**src/geo_distance_haversine_unit_defines.svh**
```systemverilog
// ----------------------------------------------------------------------------
// Assertion macros for the great-circle distance unit
// Concurrent assertion wrappers that fall away in synthesis builds.
// ----------------------------------------------------------------------------
`ifndef GEO_DISTANCE_HAVERSINE_UNIT_DEFINES_SVH
`define GEO_DISTANCE_HAVERSINE_UNIT_DEFINES_SVH
`ifndef SYNTHESIS
`define GHU_ASSERT_IMPL(label, clk, rst, ante, cons) \
   label: assert property (@(posedge clk) disable iff (rst) (ante) |-> (cons)) \
      else $error("assertion failed: same-cycle implication");
`define GHU_ASSERT_NEXT(label, clk, rst, ante, cons) \
   label: assert property (@(posedge clk) disable iff (rst) (ante) |=> (cons)) \
      else $error("assertion failed: next-cycle implication");
`else
`define GHU_ASSERT_IMPL(label, clk, rst, ante, cons)
`define GHU_ASSERT_NEXT(label, clk, rst, ante, cons)
`endif
`endif

```
**src/ghu_pkg.sv**
```systemverilog
`timescale 1ns / 1ps
// ----------------------------------------------------------------------------
// Great-circle distance unit package
// Shared widths, fixed-point constants, register indexes and the arctangent
// table used by the CORDIC stages.
// ----------------------------------------------------------------------------
package ghu_pkg;

   localparam int THETA_W      = 35;
   localparam int TRIG_W       = 34;
   localparam int CORDIC_STEPS = 30;
   localparam int SC_LAT       = CORDIC_STEPS + 4;
   localparam int ROOT_IN_W    = 61;
   localparam int ROOT_STEPS   = (ROOT_IN_W + 1) / 2;
   localparam int ROOT_OUT_W   = 31;
   localparam int ROOT_LAT     = ROOT_STEPS + 1;
   localparam int SHORT_W      = 26;
   localparam int RADIUS_W     = 23;
   localparam int LIMIT_W      = 24;
   localparam int DIST_W       = 35;
   localparam int CSR_INDEX_W  = 2;

   typedef logic signed [THETA_W-1:0] theta_type;
   typedef logic signed [TRIG_W-1:0]  trig_type;

   typedef enum logic [CSR_INDEX_W-1:0] {
      CSR_EARTH_RADIUS = 2'd0,
      CSR_SHORT_LIMIT  = 2'd1
   } csr_index_type;

   localparam logic [30:0]          UNIT_TO_RAD_Q60 = 31'd2012227627;
   localparam theta_type            PI_Q30          = 35'sd3373259426;
   localparam theta_type            TWO_PI_Q30      = 35'sd6746518852;
   localparam theta_type            HALF_PI_Q30     = 35'sd1686629713;
   localparam trig_type             CORDIC_GAIN_INV = 34'sh026DD3B6A;
   localparam logic [30:0]          ONE_Q30         = 31'h4000_0000;
   localparam logic [RADIUS_W-1:0]  RADIUS_RESET    = 23'd6371000;
   localparam logic [LIMIT_W-1:0]   LIMIT_RESET     = 24'd1000000;

   function automatic trig_type arc_entry(input int unsigned idx);
      trig_type r;
      case (idx)
         0:  r = 34'sh03243F6A8;
         1:  r = 34'sh01DAC6705;
         2:  r = 34'sh00FADBAFC;
         3:  r = 34'sh007F56EA6;
         4:  r = 34'sh003FEAB76;
         5:  r = 34'sh001FFD55B;
         6:  r = 34'sh000FFFAAA;
         7:  r = 34'sh0007FFF55;
         8:  r = 34'sh0003FFFEA;
         9:  r = 34'sh0001FFFFD;
         10: r = 34'sh0000FFFFF;
         11: r = 34'sh00007FFFF;
         12: r = 34'sh00003FFFF;
         13: r = 34'sh00001FFFF;
         14: r = 34'sh00000FFFF;
         15: r = 34'sh000007FFF;
         16: r = 34'sh000003FFF;
         17: r = 34'sh000001FFF;
         18: r = 34'sh000000FFF;
         19: r = 34'sh0000007FF;
         20: r = 34'sh0000003FF;
         21: r = 34'sh0000001FF;
         22: r = 34'sh0000000FF;
         23: r = 34'sh00000007F;
         24: r = 34'sh00000003F;
         25: r = 34'sh00000001F;
         26: r = 34'sh00000000F;
         27: r = 34'sh000000008;
         28: r = 34'sh000000004;
         29: r = 34'sh000000002;
         default: r = '0;
      endcase
      return r;
   endfunction

endpackage

```
**src/ghu_root.sv**
```systemverilog
`timescale 1ns / 1ps
// ----------------------------------------------------------------------------
// Pipelined integer square root
// Restoring digit-by-digit root, one result bit per register stage, with a
// final stage that rounds to nearest.
// ----------------------------------------------------------------------------
module ghu_root (
   input  logic                               clock,
   input  logic                               en,
   input  logic [ghu_pkg::ROOT_IN_W-1:0]      n,
   output logic [ghu_pkg::ROOT_OUT_W-1:0]     root
);

   localparam int RW    = ghu_pkg::ROOT_IN_W + 1;
   localparam int STEPS = ghu_pkg::ROOT_STEPS;

   logic [RW-1:0]                   rem_ff [STEPS];
   logic [RW-1:0]                   res_ff [STEPS];
   logic [ghu_pkg::ROOT_OUT_W-1:0]  root_ff;

   for (genvar k = 0; k < STEPS; k++) begin : g_step
      localparam logic [RW-1:0] BIT = RW'(1) << (ghu_pkg::ROOT_IN_W - 1 - 2 * k);
      logic [RW-1:0] rem_src;
      logic [RW-1:0] res_src;
      logic [RW-1:0] trial;
      if (k == 0) begin : g_first
         assign rem_src = RW'(n);
         assign res_src = '0;
      end else begin : g_next
         assign rem_src = rem_ff[k-1];
         assign res_src = res_ff[k-1];
      end
      assign trial = res_src + BIT;
      always_ff @(posedge clock) begin
         if (en) begin
            if (rem_src >= trial) begin
               rem_ff[k] <= rem_src - trial;
               res_ff[k] <= (res_src >> 1) + BIT;
            end else begin
               rem_ff[k] <= rem_src;
               res_ff[k] <= res_src >> 1;
            end
         end
      end
   end

   always_ff @(posedge clock) begin
      if (en) begin
         if (rem_ff[STEPS-1] > res_ff[STEPS-1]) begin
            root_ff <= ghu_pkg::ROOT_OUT_W'(res_ff[STEPS-1] + RW'(1));
         end else begin
            root_ff <= ghu_pkg::ROOT_OUT_W'(res_ff[STEPS-1]);
         end
      end
   end

   assign root = root_ff;

endmodule

```
**config.mk**
```make
export PLATFORM = sky130hd
export DESIGN_NAME = ghu_root
export DESIGN_NICKNAME = d
export VERILOG_FILES = /design/src/geo_distance_haversine_unit_defines.svh /design/src/ghu_pkg.sv /design/src/ghu_root.sv
export SDC_FILE = /design/constraint.sdc
export NUM_CORES = 2
export LEC_CHECK = 0
export ABC_CLOCK_PERIOD_IN_PS = 6050
export BUFFER_PORTS_ARGS = -buffer_cell sky130_fd_sc_hd__buf_2
export CORE_MARGIN = 5
export CORE_UTILIZATION = 60
export DETAILED_ROUTE_END_ITERATION = 7
export HOLD_SLACK_MARGIN = 0.1
export PLACE_DENSITY_LB_ADDON = 0.1
export SETUP_SLACK_MARGIN = 0.02
export SLEW_MARGIN = 20
export SYNTH_ARGS = -nofsm -noshare
export SYNTH_HDL_FRONTEND = slang
export SYNTH_SLANG_ARGS = --single-unit
```
**constraint.sdc**
```tcl
create_clock -name clock -period 6.05 [get_ports clock]
set_input_delay 0.3025 -clock clock [delete_from_list [all_inputs] [get_ports clock]]
set_output_delay 0.3025 -clock clock [all_outputs]
set_load 0.005 [all_outputs]
```
==> impl_metrics.env <==
export IMPL_slew_violations=0
export IMPL_crit_type="reg2reg"
export IMPL_setup_tns_ps=0
export IMPL_r2r_slack_ps=1190
export IMPL_nNetsFinal=10700
export IMPL_h_tree_depth=5
export IMPL_first_pass_iters=8
export IMPL_clkSinkCount=2449
export IMPL_synth_async_reset_ratio_pct=0
export IMPL_grt_pass1_wl_mm=473.4
export IMPL_synth_xor_area_share_pct=6.654
export IMPL_combinationalPowerShare_pct=21.2
export IMPL_hold_viol_final=0
export IMPL_slew_limit_headroom_pct=19.02
export IMPL_cp_start_kind="flop"
export IMPL_fp_dieW_um=455.8
export IMPL_violations="DRC"
export IMPL_pwr_share_clk_pct=32.1
export IMPL_cts_tree="yes"
export IMPL_synth_simple_area_share_pct=12.91
export IMPL_yosys_register_bits=2449
export IMPL_synth_compound_area_share_pct=9.516
export IMPL_ios=94
export IMPL_drtIter0Drc=9327
export IMPL_pwr_density_cell_mw_per_mm2=380.7
export IMPL_flow_area_growth_from_synthesis_pct=11.32
export IMPL_drv_cap=0
export IMPL_post_route_worst_setup_slack_ps=1190
export IMPL_place_gp_congestion=0.9742
export IMPL_synthMuxAreaShare_pct=0.5047
export IMPL_start_util_pct=60.34
export IMPL_holdWs_ps=214.3
export IMPL_cts_buffers=274
export IMPL_critPathArrivalTime_ps=5480
export IMPL_synth_top_area_cell="edfxtp_1"
export IMPL_post_cts_repair_setup_buffers=0
export IMPL_grt_use_total_pct=29.88
export IMPL_post_dp_hpwl_mm=234.0
export IMPL_grt_pass1_vias=75810
export IMPL_fmax_mhz=205.7
export IMPL_switching_share_pct=30.08
export IMPL_grt_max_degree=188
export IMPL_core_area_mm2=0.1976
export IMPL_drive_gt1_share_pct=6.582
export IMPL_yosysTopAreaCellShare_pct=61.67
export IMPL_r2r_end="rem_ff[1][56]"
export IMPL_clockBufferDepth=4
export IMPL_r2r_start="res_ff[0][960]"
export IMPL_globalRouteOverflowTotal=0
export IMPL_synthesis_nets=10380
export IMPL_synth_area_top_cells="edfxtp_1 (62%), ha_1 (5.8%), xnor2_1 (3.4%)"
export IMPL_fin_crit_ps=4860
export IMPL_syn_avg_cell_area_um2=12.22
export IMPL_finClkSkew_ps=69.46
export IMPL_ff2ff_path_depth=13
export IMPL_port_buffers=93
export IMPL_cp_startpoint="res_ff[0][960]"
export IMPL_die_h_um=455.8
export IMPL_die_area_mm2=0.2078
export IMPL_hold_class="in2reg"
export IMPL_worstSkewPairLatency_ps=900
export IMPL_vias_per_cell=6.186
export IMPL_pre_cts_ws_ps=1231
export IMPL_critical_path_required_ps=6670
export IMPL_synth_most_common_cell="edfxtp_1"
export IMPL_placementRows=163
export IMPL_yosysSeqAreaShare_pct=61.67
export IMPL_vias=79890
export IMPL_avgRoutedWirePerCell_um=24.53
export IMPL_p_leak_nw=49.48
export IMPL_worstPathMaxFanout=5
export IMPL_ys_top_cells_by_count="edfxtp_1 (2449), nand2_1 (820), inv_1 (680)"
export IMPL_synthAdderAreaFrac_pct=5.844
export IMPL_end_kind="flop"
export IMPL_power_internal_w=0.03534
export IMPL_drt_wl_total_mm=316.9
export IMPL_drc=1
export IMPL_syn_area_mm2=0.1193
export IMPL_switchingPower_w=0.01520
export IMPL_status="complete, but fails checks"
export IMPL_grt_setup_unrepaired="false"
export IMPL_synth_ff_type="edfxtp_1"
export IMPL_cts_root_buf="clkbuf_16"
export IMPL_setup_viol=0
export IMPL_antenna_found_initial=16
export IMPL_p_seq_share_pct=46.7
export IMPL_synth_cell_types=91
export IMPL_syn_inst=9761
export IMPL_synth_edf_count=2449
export IMPL_ir_worst_vdd_v=0.0002915
export IMPL_synth_top_family_by_area="simple AND/OR/NAND/NOR gates"
export IMPL_yosysWarningCount=0
export IMPL_drtAntennaViolNets=0
export IMPL_crit_end="rem_ff[1][56]"
export IMPL_worst_slew_pin_transition_ps=1184
export IMPL_path_clk_slew_ps=60
export IMPL_period_share_pct=80.34
==> cells by family (layout without fill, tap and decap cells) <==
logic type / after synthesis / count (layout)
other cells: 0 / 6
flops: 2449 / 2449
fa+ha+maj: 557 / 557
simple gates: 3041 / 3041
mux: 55 / 55
xor+xnor: 906 / 906
buf+inv: 918 / 1427
compound gates: 1835 / 1835
==> metrics by stage <==
stage / cells / instance area, um^2 / power (W) / util (%)
6_report: 12920 / 132800 / 0.05054 / 67.18
3_3_place_gp: 12320 / 122900 / 0.03409 / 62.17
2_1_floorplan: 9761 / 119300 / 0.03051 / -
5_1_grt: 12910 / 132700 / 0.05269 / 67.17
3_5_place_dp: 12320 / 122900 / 0.03416 / 62.18
4_1_cts: 12910 / 132700 / 0.05048 / 67.15
==> power by group through the flow <==
stage / logic [W] / clock network, W / registers (W)
global placement: 0.0103 / 0 / 0.0238
finish: 0.0107 / 0.0162 / 0.0236
global route: 0.0118 / 0.0172 / 0.0237
CTS: 0.0106 / 0.0164 / 0.0235
detailed placement: 0.0104 / 0 / 0.0238
floorplan: 0.00770 / 0 / 0.0228
==> timing repair <==
| action | CTS | global route |
|---|---|---|
| hold buffers | 122 | 0 |
| resized for setup | 0 | 0 |
| endpoints found under the hold margin | 146 | 0 |
==> worst max-delay path, cell delays in order, from the launching register on <==
cell	delay [ps]
edfxtp_1	400
inv_1	60
ha_1	330
nor2b_1	140
o21ai_0	90
a21boi_0	370
o31ai_1	200
a211oi_1	920
a31oi_1	420
o311ai_1	820
buf_4	270
nand3_1	160
nor4_1	270
xor2_1	110
==> registers in the layout, summed over array words and instances, names as in the netlist <==
| signal | cells |
|---|---|
| res_ff | 496 |
| root | 31 |
| rem_ff | 1922 |
==> routing by layer <==
metal | part of all wire (%) | track usage, %
met2 | 42 | 43.25
met1 | 44 | 45.47
met5 | 0.017 | 0
met4 | 3.9 | 10.58
met3 | 9.3 | 5.685
==> worst min-delay path by stage <==
stage	startpoint	end	slack, ps	depth (start not counted)
5_1_grt	n[60]	res_ff[0][60]	200	3
3_3_place_gp	rem_ff[0][807]	rem_ff[0][869]	420	0
4_1_cts	n[60]	rem_ff[0][61]	170	3
3_5_place_dp	rem_ff[1][382]	rem_ff[1][444]	430	0
2_1_floorplan	n[0]	rem_ff[0][0]	400	0
6_report	n[60]	rem_ff[0][60]	210	3
==> cells in the final DEF (no fill, tap or decap), drive strengths merged, types with 66 or more instances in the layout <==
master | synthesis | layout
a21oi | 484 | 484
xor2 | 445 | 445
clkinv | 1 | 95
nor2 | 598 | 598
ha | 557 | 557
nand3 | 203 | 203
nand4 | 140 | 140
edfxtp | 2449 | 2449
dlygate4sd3 | 0 | 122
o21ai | 595 | 595
xnor2 | 461 | 461
nor4 | 320 | 320
nand2b | 129 | 129
o21a | 90 | 90
nor2b | 66 | 66
a21o | 210 | 210
or3 | 99 | 99
clkbuf | 214 | 322
inv | 683 | 693
buf | 20 | 156
nand2 | 820 | 820
nor3 | 304 | 304
==> cell type report <==
class | count | area [um^2]
Timing Repair Buffer | 278 | 2300
Sequential cell | 2449 | 73540
Antenna cell | 6 | 15.01
Fill cell | 14170 | 64870
Inverter | 684 | 2567
Clock buffer | 322 | 7143
Clock inverter | 143 | 1458
Multi-Input combinational cell | 6394 | 42430
Tap cell | 2640 | 3303
(Power assumes the default switching activity.)
